### config.mk
export PLATFORM = sky130hd
export DESIGN_NAME = center_crop_frame_stats_unit
export DESIGN_NICKNAME = d
export VERILOG_FILES = /design/src/rtl/core/ccfs_pkg.sv /design/src/rtl/core/center_crop_frame_stats_unit.sv /design/src/rtl/core/ccfs_cfg.sv /design/src/rtl/core/ccfs_core.sv /design/src/rtl/core/ccfs_outq.sv
export SDC_FILE = /design/constraint.sdc
export NUM_CORES = 1
export LEC_CHECK = 0
export BUFFER_PORTS_ARGS = -buffer_cell sky130_fd_sc_hd__buf_2
export CAP_MARGIN = 20
export CORE_MARGIN = 8
export CORE_UTILIZATION = 40
export DETAILED_ROUTE_END_ITERATION = 8
export SLEW_MARGIN = 15
export SYNTH_ARGS = -nofsm -noshare
export SYNTH_HDL_FRONTEND = slang
export SYNTH_HIERARCHICAL = 1
export SYNTH_SLANG_ARGS = --single-unit
### constraint.sdc
create_clock -name aclk -period 18.9 [get_ports aclk]
set_input_delay 1.89 -clock aclk [delete_from_list [all_inputs] [get_ports aclk]]
set_output_delay 1.89 -clock aclk [all_outputs]
set_load 0.1 [all_outputs]
### src/rtl/core/ccfs_pkg.sv
// Shared types and constants for the center crop frame statistics block.
// Used by every module under rtl/core; no dependencies of its own.
`timescale 1ns / 1ps
`default_nettype none

package ccfs_pkg;

    localparam int CFG_W       = 11;
    localparam int CFG_IDX_W   = 2;
    localparam int PIX_W       = 8;
    localparam int SUM_W       = 28;

    localparam int DEF_MAX_FRAME_SIDE = 1024;

    localparam logic [CFG_W-1:0] SRC_W_RESET  = 11'd176;
    localparam logic [CFG_W-1:0] SRC_H_RESET  = 11'd144;
    localparam logic [CFG_W-1:0] CROP_W_RESET = 11'd64;
    localparam logic [CFG_W-1:0] CROP_H_RESET = 11'd64;

    localparam logic [PIX_W-1:0] PIX_OFFSET     = 8'd128;
    localparam logic [PIX_W-1:0] MIN_CLEAR      = 8'd255;
    localparam logic [PIX_W-1:0] MAX_CLEAR      = 8'd0;

    localparam logic KIND_PIXEL = 1'b0;
    localparam logic KIND_STATS = 1'b1;

    // Output queue geometry.
    localparam int OQ_DEPTH = 4;
    localparam int OQ_PTR_W = 2;
    localparam int OQ_CNT_W = 3;

    typedef enum logic [CFG_IDX_W-1:0] {
        REG_SOURCE_WIDTH  = 2'd0,
        REG_SOURCE_HEIGHT = 2'd1,
        REG_CROP_WIDTH    = 2'd2,
        REG_CROP_HEIGHT   = 2'd3
    } cfg_reg_t;

    typedef struct packed {
        logic                    kind;
        logic signed [PIX_W-1:0] pixel_value;
        logic [PIX_W-1:0]        frame_min;
        logic [PIX_W-1:0]        frame_max;
        logic [SUM_W-1:0]        pixel_sum;
        logic                    is_last;
    } result_t;

endpackage

`default_nettype wire

### src/rtl/core/center_crop_frame_stats_unit.sv
// Center crop with per-frame minimum, maximum and sum: top level.
// Depends on ccfs_pkg, ccfs_cfg, ccfs_core and ccfs_outq.
//
// Usage:
//   Pixels enter in raster order on the s_ valid/ready channel, one request
//   per pixel; s_frame_start marks the first pixel of a frame. Each pixel
//   inside the centered crop window leaves on the m_ channel as pixel - 128
//   (m_kind low). On the last pixel of a frame a statistics request follows
//   (m_kind high) with the minimum, maximum and sum of the cropped pixels.
//   m_is_last marks the final result caused by one input pixel.
//   The four geometry registers are written through cfg_wr_en, cfg_index and
//   cfg_wdata while no pixel is in flight.
// Timing:
//   One pixel is taken every cycle while the queue has two free entries. A
//   result is offered once its pixel has passed the input register and has
//   been written into the four-entry queue. An end-of-frame pixel inside the
//   window writes two entries at once, so statistics can cost an input stall
//   even when m_ready stays high.
// Reset and stalls:
//   Reset restores the default 176 x 144 frame with a 64 x 64 crop, clears
//   position and statistics and empties the queue. When m_ready is low the
//   queue fills; s_ready drops once fewer than two entries are free and the
//   input register holds a pixel.
`timescale 1ns / 1ps
`default_nettype none

module center_crop_frame_stats_unit #(
    parameter int MAX_FRAME_SIDE = ccfs_pkg::DEF_MAX_FRAME_SIDE
) (
    input  wire logic                               aclk,
    input  wire logic                               aresetn,
    input  wire logic                               cfg_wr_en,
    input  wire logic [ccfs_pkg::CFG_IDX_W-1:0]     cfg_index,
    input  wire logic [ccfs_pkg::CFG_W-1:0]         cfg_wdata,
    input  wire logic                               s_valid,
    output logic                                    s_ready,
    input  wire logic [ccfs_pkg::PIX_W-1:0]         s_pixel,
    input  wire logic                               s_frame_start,
    output logic                                    m_valid,
    input  wire logic                               m_ready,
    output logic                                    m_kind,
    output logic signed [ccfs_pkg::PIX_W-1:0]       m_pixel_value,
    output logic [ccfs_pkg::PIX_W-1:0]              m_frame_min,
    output logic [ccfs_pkg::PIX_W-1:0]              m_frame_max,
    output logic [ccfs_pkg::SUM_W-1:0]              m_pixel_sum,
    output logic                                    m_is_last
);

    localparam int SIDE_W = $clog2(MAX_FRAME_SIDE + 1);
    localparam int CNT_W  = $clog2(MAX_FRAME_SIDE);

    logic [SIDE_W-1:0] col_last, row_last, col_lo, col_hi, row_lo, row_hi;
    logic              room;
    logic [1:0]        wr_num;
    ccfs_pkg::result_t slot0, slot1, head;

    ccfs_cfg #(
        .MAX_FRAME_SIDE (MAX_FRAME_SIDE),
        .SIDE_W         (SIDE_W)
    ) u_cfg (
        .aclk      (aclk),
        .aresetn   (aresetn),
        .cfg_wr_en (cfg_wr_en),
        .cfg_index (cfg_index),
        .cfg_wdata (cfg_wdata),
        .col_last  (col_last),
        .row_last  (row_last),
        .col_lo    (col_lo),
        .col_hi    (col_hi),
        .row_lo    (row_lo),
        .row_hi    (row_hi)
    );

    ccfs_core #(
        .MAX_FRAME_SIDE (MAX_FRAME_SIDE),
        .SIDE_W         (SIDE_W),
        .CNT_W          (CNT_W)
    ) u_core (
        .aclk          (aclk),
        .aresetn       (aresetn),
        .s_valid       (s_valid),
        .s_ready       (s_ready),
        .s_pixel       (s_pixel),
        .s_frame_start (s_frame_start),
        .col_last      (col_last),
        .row_last      (row_last),
        .col_lo        (col_lo),
        .col_hi        (col_hi),
        .row_lo        (row_lo),
        .row_hi        (row_hi),
        .room          (room),
        .wr_num        (wr_num),
        .slot0         (slot0),
        .slot1         (slot1)
    );

    ccfs_outq u_outq (
        .aclk    (aclk),
        .aresetn (aresetn),
        .wr_num  (wr_num),
        .slot0   (slot0),
        .slot1   (slot1),
        .room    (room),
        .m_valid (m_valid),
        .m_ready (m_ready),
        .head    (head)
    );

    assign m_kind        = head.kind;
    assign m_pixel_value = head.pixel_value;
    assign m_frame_min   = head.frame_min;
    assign m_frame_max   = head.frame_max;
    assign m_pixel_sum   = head.pixel_sum;
    assign m_is_last     = head.is_last;

endmodule

`default_nettype wire

### src/rtl/core/ccfs_cfg.sv
// Configuration registers and the crop window geometry derived from them.
// Depends on ccfs_pkg.
`timescale 1ns / 1ps
`default_nettype none

module ccfs_cfg #(
    parameter int MAX_FRAME_SIDE = ccfs_pkg::DEF_MAX_FRAME_SIDE,
    parameter int SIDE_W         = $clog2(MAX_FRAME_SIDE + 1)
) (
    input  wire logic                           aclk,
    input  wire logic                           aresetn,
    input  wire logic                           cfg_wr_en,
    input  wire logic [ccfs_pkg::CFG_IDX_W-1:0] cfg_index,
    input  wire logic [ccfs_pkg::CFG_W-1:0]     cfg_wdata,
    output logic      [SIDE_W-1:0]              col_last,
    output logic      [SIDE_W-1:0]              row_last,
    output logic      [SIDE_W-1:0]              col_lo,
    output logic      [SIDE_W-1:0]              col_hi,
    output logic      [SIDE_W-1:0]              row_lo,
    output logic      [SIDE_W-1:0]              row_hi
);

    localparam int CMP_W = (SIDE_W > ccfs_pkg::CFG_W) ? SIDE_W : ccfs_pkg::CFG_W;
    localparam logic [CMP_W-1:0] MAX_SIDE = CMP_W'(MAX_FRAME_SIDE);

    logic [ccfs_pkg::CFG_W-1:0] src_w_reg, src_w_next;
    logic [ccfs_pkg::CFG_W-1:0] src_h_reg, src_h_next;
    logic [ccfs_pkg::CFG_W-1:0] crop_w_reg, crop_w_next;
    logic [ccfs_pkg::CFG_W-1:0] crop_h_reg, crop_h_next;

    logic [SIDE_W-1:0] col_last_reg, col_last_next;
    logic [SIDE_W-1:0] row_last_reg, row_last_next;
    logic [SIDE_W-1:0] col_lo_reg, col_lo_next;
    logic [SIDE_W-1:0] col_hi_reg, col_hi_next;
    logic [SIDE_W-1:0] row_lo_reg, row_lo_next;
    logic [SIDE_W-1:0] row_hi_reg, row_hi_next;

    logic [SIDE_W-1:0] sw, sh, cw, ch;

    // A zero side acts as one, and a side above the maximum acts as the maximum.
    function automatic logic [SIDE_W-1:0] side_of(input logic [ccfs_pkg::CFG_W-1:0] v);
        logic [CMP_W-1:0] wide;
        wide = CMP_W'(v);
        if (wide == '0) begin
            side_of = SIDE_W'(1);
        end else if (wide > MAX_SIDE) begin
            side_of = SIDE_W'(MAX_SIDE);
        end else begin
            side_of = SIDE_W'(wide);
        end
    endfunction

    always_comb begin
        src_w_next  = src_w_reg;
        src_h_next  = src_h_reg;
        crop_w_next = crop_w_reg;
        crop_h_next = crop_h_reg;
        if (!aresetn) begin
            src_w_next  = ccfs_pkg::SRC_W_RESET;
            src_h_next  = ccfs_pkg::SRC_H_RESET;
            crop_w_next = ccfs_pkg::CROP_W_RESET;
            crop_h_next = ccfs_pkg::CROP_H_RESET;
        end else if (cfg_wr_en) begin
            case (ccfs_pkg::cfg_reg_t'(cfg_index))
                ccfs_pkg::REG_SOURCE_WIDTH:  src_w_next  = cfg_wdata;
                ccfs_pkg::REG_SOURCE_HEIGHT: src_h_next  = cfg_wdata;
                ccfs_pkg::REG_CROP_WIDTH:    crop_w_next = cfg_wdata;
                ccfs_pkg::REG_CROP_HEIGHT:   crop_h_next = cfg_wdata;
                default: ;
            endcase
        end
    end

    // The geometry is taken from the next register values, so it is always
    // in step with the registers themselves.
    always_comb begin
        sw = side_of(src_w_next);
        sh = side_of(src_h_next);
        cw = side_of(crop_w_next);
        ch = side_of(crop_h_next);
        if (cw > sw) begin
            cw = sw;
        end
        if (ch > sh) begin
            ch = sh;
        end
        col_last_next = sw - SIDE_W'(1);
        row_last_next = sh - SIDE_W'(1);
        col_lo_next   = (sw - cw) >> 1;
        row_lo_next   = (sh - ch) >> 1;
        col_hi_next   = col_lo_next + cw;
        row_hi_next   = row_lo_next + ch;
    end

    always_ff @(posedge aclk) begin
        src_w_reg    <= src_w_next;
        src_h_reg    <= src_h_next;
        crop_w_reg   <= crop_w_next;
        crop_h_reg   <= crop_h_next;
        col_last_reg <= col_last_next;
        row_last_reg <= row_last_next;
        col_lo_reg   <= col_lo_next;
        col_hi_reg   <= col_hi_next;
        row_lo_reg   <= row_lo_next;
        row_hi_reg   <= row_hi_next;
    end

    assign col_last = col_last_reg;
    assign row_last = row_last_reg;
    assign col_lo   = col_lo_reg;
    assign col_hi   = col_hi_reg;
    assign row_lo   = row_lo_reg;
    assign row_hi   = row_hi_reg;

endmodule

`default_nettype wire

### src/rtl/core/ccfs_core.sv
// Input register, raster position counters, crop window test and running
// statistics. Produces up to two results per pixel. Depends on ccfs_pkg.
`timescale 1ns / 1ps
`default_nettype none

module ccfs_core #(
    parameter int MAX_FRAME_SIDE = ccfs_pkg::DEF_MAX_FRAME_SIDE,
    parameter int SIDE_W         = $clog2(MAX_FRAME_SIDE + 1),
    parameter int CNT_W          = $clog2(MAX_FRAME_SIDE)
) (
    input  wire logic                       aclk,
    input  wire logic                       aresetn,
    input  wire logic                       s_valid,
    output logic                            s_ready,
    input  wire logic [ccfs_pkg::PIX_W-1:0] s_pixel,
    input  wire logic                       s_frame_start,
    input  wire logic [SIDE_W-1:0]          col_last,
    input  wire logic [SIDE_W-1:0]          row_last,
    input  wire logic [SIDE_W-1:0]          col_lo,
    input  wire logic [SIDE_W-1:0]          col_hi,
    input  wire logic [SIDE_W-1:0]          row_lo,
    input  wire logic [SIDE_W-1:0]          row_hi,
    input  wire logic                       room,
    output logic [1:0]                      wr_num,
    output ccfs_pkg::result_t               slot0,
    output ccfs_pkg::result_t               slot1
);

    logic                       in_valid_reg, in_valid_next;
    logic [ccfs_pkg::PIX_W-1:0] in_pixel_reg;
    logic                       in_start_reg;

    logic [CNT_W-1:0]           col_reg, col_next;
    logic [CNT_W-1:0]           row_reg, row_next;
    logic [ccfs_pkg::PIX_W-1:0] min_reg, min_next;
    logic [ccfs_pkg::PIX_W-1:0] max_reg, max_next;
    logic [ccfs_pkg::SUM_W-1:0] sum_reg, sum_next;

    logic                       advance;
    logic                       accept;
    logic [CNT_W-1:0]           col_eff, row_eff;
    logic [ccfs_pkg::PIX_W-1:0] min_eff, max_eff, min_upd, max_upd;
    logic [ccfs_pkg::SUM_W-1:0] sum_eff, sum_upd;
    logic                       in_win, row_end, frame_end;
    ccfs_pkg::result_t          pix_res, stat_res;

    assign advance = in_valid_reg && room;
    assign s_ready = !in_valid_reg || advance;
    assign accept  = s_valid && s_ready;

    always_comb begin
        in_valid_next = in_valid_reg;
        if (accept) begin
            in_valid_next = 1'b1;
        end else if (advance) begin
            in_valid_next = 1'b0;
        end
    end

    always_comb begin
        // A frame start restarts the position and drops any partial statistics.
        col_eff = in_start_reg ? '0 : col_reg;
        row_eff = in_start_reg ? '0 : row_reg;
        min_eff = in_start_reg ? ccfs_pkg::MIN_CLEAR : min_reg;
        max_eff = in_start_reg ? ccfs_pkg::MAX_CLEAR : max_reg;
        sum_eff = in_start_reg ? '0 : sum_reg;

        in_win = (SIDE_W'(col_eff) >= col_lo) && (SIDE_W'(col_eff) < col_hi) &&
                 (SIDE_W'(row_eff) >= row_lo) && (SIDE_W'(row_eff) < row_hi);

        min_upd = min_eff;
        max_upd = max_eff;
        sum_upd = sum_eff;
        if (in_win) begin
            if (in_pixel_reg < min_eff) begin
                min_upd = in_pixel_reg;
            end
            if (in_pixel_reg > max_eff) begin
                max_upd = in_pixel_reg;
            end
            sum_upd = sum_eff + ccfs_pkg::SUM_W'(in_pixel_reg);
        end

        // Positions past a shrunken frame still close the row or the frame.
        row_end   = SIDE_W'(col_eff) >= col_last;
        frame_end = row_end && (SIDE_W'(row_eff) >= row_last);

        pix_res.kind        = ccfs_pkg::KIND_PIXEL;
        pix_res.pixel_value = signed'(in_pixel_reg - ccfs_pkg::PIX_OFFSET);
        pix_res.frame_min   = '0;
        pix_res.frame_max   = '0;
        pix_res.pixel_sum   = '0;
        pix_res.is_last     = !frame_end;

        stat_res.kind        = ccfs_pkg::KIND_STATS;
        stat_res.pixel_value = '0;
        stat_res.frame_min   = min_upd;
        stat_res.frame_max   = max_upd;
        stat_res.pixel_sum   = sum_upd;
        stat_res.is_last     = 1'b1;

        slot0  = in_win ? pix_res : stat_res;
        slot1  = stat_res;
        wr_num = '0;
        if (advance) begin
            wr_num = {in_win && frame_end, in_win ^ frame_end};
        end

        col_next = col_reg;
        row_next = row_reg;
        min_next = min_reg;
        max_next = max_reg;
        sum_next = sum_reg;
        if (advance) begin
            if (frame_end) begin
                col_next = '0;
                row_next = '0;
                min_next = ccfs_pkg::MIN_CLEAR;
                max_next = ccfs_pkg::MAX_CLEAR;
                sum_next = '0;
            end else if (row_end) begin
                col_next = '0;
                row_next = row_eff + CNT_W'(1);
                min_next = min_upd;
                max_next = max_upd;
                sum_next = sum_upd;
            end else begin
                col_next = col_eff + CNT_W'(1);
                row_next = row_eff;
                min_next = min_upd;
                max_next = max_upd;
                sum_next = sum_upd;
            end
        end
    end

    always_ff @(posedge aclk) begin
        if (!aresetn) begin
            in_valid_reg <= 1'b0;
            col_reg      <= '0;
            row_reg      <= '0;
            min_reg      <= ccfs_pkg::MIN_CLEAR;
            max_reg      <= ccfs_pkg::MAX_CLEAR;
            sum_reg      <= '0;
        end else begin
            in_valid_reg <= in_valid_next;
            col_reg      <= col_next;
            row_reg      <= row_next;
            min_reg      <= min_next;
            max_reg      <= max_next;
            sum_reg      <= sum_next;
        end
    end

    always_ff @(posedge aclk) begin
        if (accept) begin
            in_pixel_reg <= s_pixel;
            in_start_reg <= s_frame_start;
        end
    end

endmodule

`default_nettype wire

### src/rtl/core/ccfs_outq.sv
// Four-entry result queue that takes up to two results a cycle and hands
// one a cycle to the result channel while m_ready is high. Depends on ccfs_pkg.
`timescale 1ns / 1ps
`default_nettype none

module ccfs_outq (
    input  wire logic        aclk,
    input  wire logic        aresetn,
    input  wire logic [1:0]  wr_num,
    input  wire ccfs_pkg::result_t slot0,
    input  wire ccfs_pkg::result_t slot1,
    output logic             room,
    output logic             m_valid,
    input  wire logic        m_ready,
    output ccfs_pkg::result_t head
);

    ccfs_pkg::result_t               entry_reg [ccfs_pkg::OQ_DEPTH];
    logic [ccfs_pkg::OQ_PTR_W-1:0]   wr_ptr_reg, wr_ptr_next;
    logic [ccfs_pkg::OQ_PTR_W-1:0]   rd_ptr_reg, rd_ptr_next;
    logic [ccfs_pkg::OQ_CNT_W-1:0]   count_reg, count_next;
    logic                            pop;

    assign m_valid = count_reg != '0;
    assign pop     = m_valid && m_ready;
    assign head    = entry_reg[rd_ptr_reg];
    // Room for a worst-case pixel plus statistics pair, ignoring this cycle's pop.
    assign room    = count_reg <= ccfs_pkg::OQ_CNT_W'(ccfs_pkg::OQ_DEPTH - 2);

    always_comb begin
        wr_ptr_next = wr_ptr_reg + ccfs_pkg::OQ_PTR_W'(wr_num);
        rd_ptr_next = rd_ptr_reg + ccfs_pkg::OQ_PTR_W'(pop);
        count_next  = count_reg + ccfs_pkg::OQ_CNT_W'(wr_num) - ccfs_pkg::OQ_CNT_W'(pop);
    end

    always_ff @(posedge aclk) begin
        if (!aresetn) begin
            wr_ptr_reg <= '0;
            rd_ptr_reg <= '0;
            count_reg  <= '0;
        end else begin
            wr_ptr_reg <= wr_ptr_next;
            rd_ptr_reg <= rd_ptr_next;
            count_reg  <= count_next;
        end
    end

    always_ff @(posedge aclk) begin
        if (wr_num != 2'd0) begin
            entry_reg[wr_ptr_reg] <= slot0;
        end
        if (wr_num == 2'd2) begin
            entry_reg[wr_ptr_reg + ccfs_pkg::OQ_PTR_W'(1)] <= slot1;
        end
    end

    a_count_in_range: assert property (@(posedge aclk) disable iff (!aresetn)
        count_reg <= ccfs_pkg::OQ_CNT_W'(ccfs_pkg::OQ_DEPTH))
        else $error("result queue count out of range");

    a_no_overflow: assert property (@(posedge aclk) disable iff (!aresetn)
        (wr_num != 2'd0) |->
            ({1'b0, count_reg} + {2'b00, wr_num} <= (ccfs_pkg::OQ_CNT_W + 1)'(ccfs_pkg::OQ_DEPTH)))
        else $error("result queue written beyond its depth");

    a_ptr_count_agree: assert property (@(posedge aclk) disable iff (!aresetn)
        (count_reg != ccfs_pkg::OQ_CNT_W'(ccfs_pkg::OQ_DEPTH)) |->
            (ccfs_pkg::OQ_PTR_W'(wr_ptr_reg - rd_ptr_reg) ==
             ccfs_pkg::OQ_PTR_W'(count_reg)))
        else $error("result queue pointers disagree with count");

    a_head_kind_last: assert property (@(posedge aclk) disable iff (!aresetn)
        (m_valid && head.kind == ccfs_pkg::KIND_STATS) |-> head.is_last)
        else $error("statistics result without last flag");

endmodule

`default_nettype wire

==> results, run 1 <==
- The largest driver fanout on the critical path is 12.
- The number of buffers created by CTS is 46.
- The floorplan has 90 rows.
- A synthesized cell averages 11.1 µm².
- Dividing the final minimum period by the clock period gives 49.5%.
- After global routing the overflow that remains totals 0.
- Among all stages on the critical path, the largest delay is contributed by nor2_1.
- The floorplan step defined a die boundary enclosing 68,500 µm².
- Between clock sinks in the finished design, the worst skew comes to 0.0225 ns.
- The setup fix buffers added after clock tree synthesis is 0.
- The critical path's largest stage delay is 0.69 ns.
- The final hold violation count is 0.
- The run finished with clean final reports.
- Summing all placed instances gives a cell area of 25,100 µm².
- After synthesis, flip-flops and latches occupy 42.9% of the total area.
- The net switching fraction of the power is 34.7%.
- The top cell family by delay on the critical path is simple AND/OR/NAND/NOR gates.
- The power share of the clock group is 34.4%.
- Summing all flip-flop and latch instances after layout gives 10,400 µm².
- The critical path contains buffers and inverters numbering 5 combined.
- The area growth from synthesis to layout is 10.2%.
- The number of global-route vias before repair is 16,900.
- The met2 track utilization from global routing is 29.2%.
- The first-pass GRT wire length is 93,500 µm.
- Once the clock tree was built, the resizer swapped 0 gates to a different size.
- The total non-filler cell area in the finished layout is 26,600 µm².
- The vertical die dimension is 262 µm.
- Summed over all nets, the half-perimeter wirelength after detailed placement is 39,200 µm.
- The TritonCTS clock tree is yes.
- Summed over all instances, the cell type with the most area after synthesis is edfxtp_1.
- The tree is rooted in a clkbuf_16.
- The number of nets in the layout is 2,418.
- The longest clock path from root to sink contains 3 buffers.
- Counting stages on the worst path, the most repeated cell is o21ai_0.
- The number of optimization iterations in the first detailed-route pass is 5.
- The violation count after the first detailed-routing iteration is 902.
- The min-delay analysis places its worst path in the category flop to flop.
- The leakage power total is 11.1 nW.
- The count of boundary I/O pins is 83.
- For this block, the via count after detailed routing is 16,600.
- The clock sink total is 405.
- The area inside the core boundary is 60,000 µm².
- At the pin with the least slew margin, the transition time is 1.14 ns.
- The share of Yosys cell area claimed by the top area cell type is 28.0%.
- Clock latency on the worst-skew pair, taken at its later pin, is 0.60 ns.
- The register bit total from synthesis is 405.
- The routed design has 59,200 µm of wire.
- In this run the number of H-tree levels came out at 2.
- The post-route netlist has 17.2% of its cells at a drive strength greater than 1.
- The yosys synthesis warning count is 6.
- The total of hold buffers inserted after clock tree synthesis is 0.
- At the end of routability-driven placement, the weighted congestion stood at 0.844.
- The global routing stage identified its most utilized layer as met2.
- The number of fillers in the final layout is 5,536.
- For this design the total switching power over the nets is 902 µW.
- For this design the ratio of total power to cell area is 97.7 nW/µm².
- The async set-or-reset flop fraction in the synthesized netlist is 0%.
- The number of setup violations in the final report is 0.
- The met1 layer usage reported by global route is 22.1%.
- The dominant synthesized flop cell is edfxtp_1.
- The number of synthesized flops with an enable pin is 225.
- The multi-input combinational cells in the finished layout cover a total of 12,500 µm².
- 0 antenna diodes ended up in the layout.
- Entering global routing, the biggest net connects 68 pins.
- Setup repair after global routing left no endpoint under its margin.
- Sorting the synthesized cells by area gives the leading types as edfxtp_1 28%, dfxtp_1 15%, ha_1 7.4%, mux2_4 6.2%, mux4_2 5.0%.
- Data on the critical path arrives at its endpoint at 9.82 ns.
- After synthesis the cells add up to 24,100 µm².
- For this run, the total global-route usage over all layers was measured as 17.1%.
- In this run, the combinational gates consume 26.7% of the power.
- The worst-case vdd ir drop is 0.0582 mV.
- During placement, the flow inserted port buffers numbering 82.
- The remaining max-slew budget at the tightest pin is 24.1%.
- The worst setup path is captured at a flop.
- The mean number of vias per cell is 5.42.
- The final setup TNS is 0 ns.
- The internal portion of total power is 1.70 mW.
- The floorplan step set the die width to 262 µm.
- The remaining antenna violation count is 0.
- On the final layout, the worst hold slack is 0.455 ns.
- The number of standard cells in the final layout excluding fillers is 3,059.
- The final period demand of the worst path is 9.36 ns.
- The worst path required time is 19.35 ns.
- The final number of max-transition violations is 0.
- After clock tree synthesis, the clock-pin slew on the worst setup and hold paths is 0.06 ns.
- The tool flagged a number of max-cap violations equal to 0.
- The final routed wire length divided by cell count is 19.3 µm.
- The upper clock frequency limit is 107 MHz.
- Sorting the synthesized cells by how often they occur yields 225 x edfxtp_1, 180 x dfxtp_1, 170 x inv_1.
- Counting every instance in the synthesized netlist gives 2,184.
- The initial utilization of the core area, before any placement, comes to 40.2%.
- After synthesis, the netlist uses 92 different library cells.
- The most common cell in the synthesized netlist is edfxtp_1.
- The cell count after placement is 2,976.
- The global routing met3 resource utilization is 2.30%.
- The register with the most flip-flops in the layout has 216 of them.
- The number of antenna violations at the first check in global routing is 0.
- The DRC violations left is 0.
- The setup path with the least slack is of type input pin to flop.
- The nature of the critical path startpoint is an input pin.
- The design draws 2.60 mW.
- The fraction of power consumed by sequential logic is 38.9%.
-- power by group through the flow --
stage	Combinational, mW	Sequential [mW]	Clock (mW)
finish	0.695	1.01	0.893
global route	0.748	1.02	0.949
detailed placement	0.699	1.03	0
global placement	0.691	1.03	0
floorplan	0.594	1.00	0
CTS	0.702	1.01	0.916
-- per-stage QoR --
stage | setup slack, ns | util, %
2_1_floorplan | 10.12 | -
3_3_place_gp | 9.26 | 41.8
3_5_place_dp | 9.03 | 41.8
4_1_cts | 9.61 | 44.3
5_1_grt | 8.77 | 44.3
6_report | 9.54 | 44.3
-- worst paths after layout --
check                           slack, ns                from  cells after the start                 to
worst min-delay path                 0.45   u_core/col_reg[9]                      2  u_core/col_reg[9]
worst max register to register      11.37  u_cfg/src_h_reg[3]                     29   u_cfg/row_hi[10]
worst max-delay path                 9.54        cfg_index[1]                     32   u_cfg/row_hi[10]
worst min register to register       0.45   u_core/col_reg[9]                      2  u_core/col_reg[9]
-- kinds of logic after synthesis --
group | synth area share, %
AND/OR/NAND/NOR | 12.7
other | 0.0467
multiplexers | 19.0
AO/OA/AOI/OAI | 8.92
flip-flops | 42.9
buffers and inverters | 5.62
XOR/XNOR | 2.76
adder cells (fa/ha/maj) | 7.99
-- tightest hold or removal path: stages, from the launching register on --
cell     delay (ns)
dfxtp_1        0.31
nand2_1        0.05
a21oi_1        0.05
-- per-layer routing --
metal	wire, µm	vias to the layer above
met5	0	-
met4	1460	0
met3	2430	96
met2	28200	331
met1	27100	8135
li1	-	8006
-- cell type report --
cell class / count / area share (%)
multi-input combinational: 1508 / 47.0
sequential: 405 / 39.0
clock buffer: 59 / 4.63
tap: 782 / 3.68
clock inverter: 24 / 0.969
inverter: 174 / 2.46
timing repair buffer: 107 / 2.25
-- layout by cell type, fill, tap and decap left out, types with 9 or more instances in the layout --
cell type,instances
a21o_1,26
a21oi_1,101
a22o_1,15
a31oi_1,12
and2_1,27
and3_1,26
buf_2,82
buf_4,25
clkbuf_1,11
clkbuf_16,47
conb_1,12
dfxtp_1,178
edfxtp_1,225
ha_1,143
inv_1,170
mux2_1,99
mux2_2,27
mux2_4,99
mux2i_1,47
mux4_2,54
nand2_1,151
nand2b_1,20
nand3_1,39
nand4_1,19
nor2_1,155
nor2b_1,43
nor3_1,39
o211ai_1,11
o21ai_0,97
o21bai_1,9
or3_1,14
or4_1,11
xnor2_1,56
xor2_1,15
(Power assumes the default switching activity.)
==> run 2: changes to the inputs <==
clock period = 9.6 ns   (was 18.9 ns; I/O delays follow)
==> run 2 against run 1 <==
Effect of this change: clock skew decreased by 0.0044 ns; register-to-register slack got worse by 8.9 ns; largest power group unchanged; highest routed layer unchanged; critical endpoint unchanged; routed wire length increased by 0.96%; worst setup slack got worse by 7.4 ns.
==> results, run 2 (same netlist as run 1, synthesis figures left out) <==
- The routed length on met1 is 27,100 µm.
- The design draws 5.13 mW.
- Of the total power, registers draw 38.6%.
- The class of the worst hold path is flop to flop.
- In the final timing run, aggregate negative setup slack is 0 ns.
- The worst-case vdd ir drop is 0.117 mV.
- The first global-routing pass estimated 94,600 µm of wire.
- The leakage power total is 11.1 nW.
- The die boundary width is 262 µm.
- Across all layers, the routed design uses 16,700 vias.
- TritonCTS created 46 clock buffers.
- For the worst setup path, the data arrival time is 7.94 ns.
- The slew of the pin with the lowest slew margin is 1.06 ns.
- The number of optimization iterations in the first detailed-route pass is 5.
- Of the cells placed in the final design, the portion with a size suffix greater than 1 is 17.4%.
- After detailed routing, the number of remaining DRC violations is 0.
- The floorplan has 90 rows.
- The slowest stage of the critical path belongs to the cell a211oi_1.
- Once the floorplan was initialized, standard cells occupied 40.2% of the core.
- The critical path's largest stage delay is 0.52 ns.
- Setup violations remaining at the end of the flow were counted as 0.
- In the layout the commonest cells are 225 x edfxtp_1, 178 x dfxtp_1, 170 x inv_1.
- The final number of max-transition violations is 0.
- The nature of the critical path endpoint is a flop.
- Of the total power, the share spent switching nets is 34.3%.
- The final worst-path cycle share is 78.2%.
- The root buffer cell chosen for the clock tree is clkbuf_16.
- The synthesis-to-finish area growth is 10.4%.
- The count of boundary I/O pins is 83.
- The floorplan step defined a core boundary enclosing 60,000 µm².
- The post-DP HPWL is 39,600 µm.
- The kind of critical path is input pin to flop.
- In this design, the critical path's most frequently occurring cell is o21ai_0.
- Across the run, the number of max-cap violations was 0.
- The largest driver fanout on the critical path is 11.
- The routed length on met2 is 28,500 µm.
- The number of flip-flops in the largest register is 216.
- The final hold violation count is 0.
- The violation count after the first detailed-routing iteration is 1,019.
- The worst path required time is 10.04 ns.
- Global routing finished with a remaining overflow of 0.
- For this run, the total global-route usage over all layers was measured as 17.2%.
- The share of total power dissipated in the clock network is 34.6%.
- The remaining max-slew budget at the tightest pin is 29.4%.
- The final layout contains routed wiring with a total length of 59,700 µm.
- Combinational cells account for 26.9% of the total power.
- The most common library cell in the layout ignoring fill and taps is edfxtp_1.
- The switching power summed over all nets is 1.76 mW.
- The clock slew seen by the registers of the worst setup and hold paths is 0.06 ns.
- The worst clock skew is 0.0181 ns.
- The TritonCTS clock tree is yes.
- The routability congestion estimate is 0.845.
- The nature of the critical path startpoint is an input pin.
- The number of antenna violations at the first check in global routing was 0.
- The H-tree generated during clock tree synthesis spans 2 levels.
- The remaining antenna violation count is 0.
- The clock insertion delay at the later pin of the skew report is 0.58 ns.
- Summed over all nets, wire length on met3 after detailed routing comes to 2440 µm.
- The number of global-route vias before repair came to 17,300.
- The top layer reached by signal wires is met4.
- Setup repair after global routing left no endpoint under its margin.
- The net count of the finished layout is 2,420.
- After clock tree synthesis, the setup repair step added 0 buffers.
- The clock drives 405 sinks.
- The final antenna diode count is 0.
- The floorplan die area is 68,500 µm².
- The upper clock frequency limit is 133 MHz.
- The post-CTS resize count is 0.
- The flow ran to the end, and the final reports show no timing, DRC or antenna violations.
- Measured along the y axis, the die boundary spans 262 µm.
- The internal power of the cells totals 3.37 mW.
- The mean number of vias per cell is 5.45.
- During placement, the flow inserted port buffers numbering 82.
- The total of hold buffers inserted after clock tree synthesis is 0.
- The smallest clock period supported by the final layout is computed as 7.50 ns.
- Dividing the detail-routed wire length by the instance count gives 19.5 µm.
- The worst-case clock buffer depth is 3.
- Entering global routing, the biggest net connects 68 pins.
- The total power per unit cell area is 193 nW/µm².
run 2: changes by cell type in the layout (fill, tap and decap cells not counted), moves of 2 or more:
cell / previous run / this run
clkbuf_1: 11 / 9
clkinv_1: 6 / 8
clkbuf_8: 1 / 4
buf_4: 25 / 27
inv_6: 0 / 2
run 2: worst paths after layout:
kind / startpoint / to / slack [ns] / cells after the start
worst max-delay path: cfg_index[1] / u_cfg/row_hi[10] / 2.10 / 32
worst min-delay path: u_core/col_reg[9] / u_core/col_reg[9] / 0.46 / 2
worst max register to register: u_cfg/src_h_reg[3] / u_cfg/row_hi[10] / 2.49 / 30
worst min register to register: u_core/col_reg[9] / u_core/col_reg[9] / 0.46 / 2
run 2: stage by stage:
stage | setup WS (ns) | instance area, µm² | util (%) | hold WS, ns | std cells
floorplan | 0.822 | 24200 | - | 0.417 | 2193
global placement | 1.74 | 25100 | 41.9 | 0.435 | 2978
detailed placement | 1.63 | 25100 | 41.9 | 0.443 | 2978
CTS | 2.20 | 26600 | 44.4 | 0.462 | 3063
global route | 1.54 | 26600 | 44.4 | 0.481 | 3063
finish | 2.10 | 26600 | 44.4 | 0.458 | 3063
run 2: area by class of cell:
cell class,count,area (µm²)
Clock inverter,26,285
Timing Repair Buffer,109,613
Multi-Input combinational cell,1508,12500
Inverter,174,653
Tap cell,782,978
Clock buffer,59,1240
Sequential cell,405,10400
Fill cell,5567,33400
run 2: metal layers:
metal  vias up  global-route usage, %
met5         -                      0
met1      8239                   22.3
met3       111                   2.34
li1       8009                      -
met4         0                   5.82
met2       340                   29.4
run 2: critical path: cells and delay by family:
family | cells | cell delay, ns
compound gates | 13 | 3.01
xor+xnor | 2 | 0.36
fa+ha+maj | 3 | 0.83
buf+inv | 5 | 0.67
mux | 1 | 0.33
simple gates | 8 | 1.76
run 2: power by group through the flow:
stage | sequential, mW | clock [mW] | combinational (mW)
final | 1.98 | 1.77 | 1.38
after CTS | 1.98 | 1.82 | 1.39
after detailed placement | 2.02 | 0 | 1.39
after global routing | 1.99 | 1.89 | 1.49
after floorplan | 1.98 | 0 | 1.17
after global placement | 2.02 | 0 | 1.37
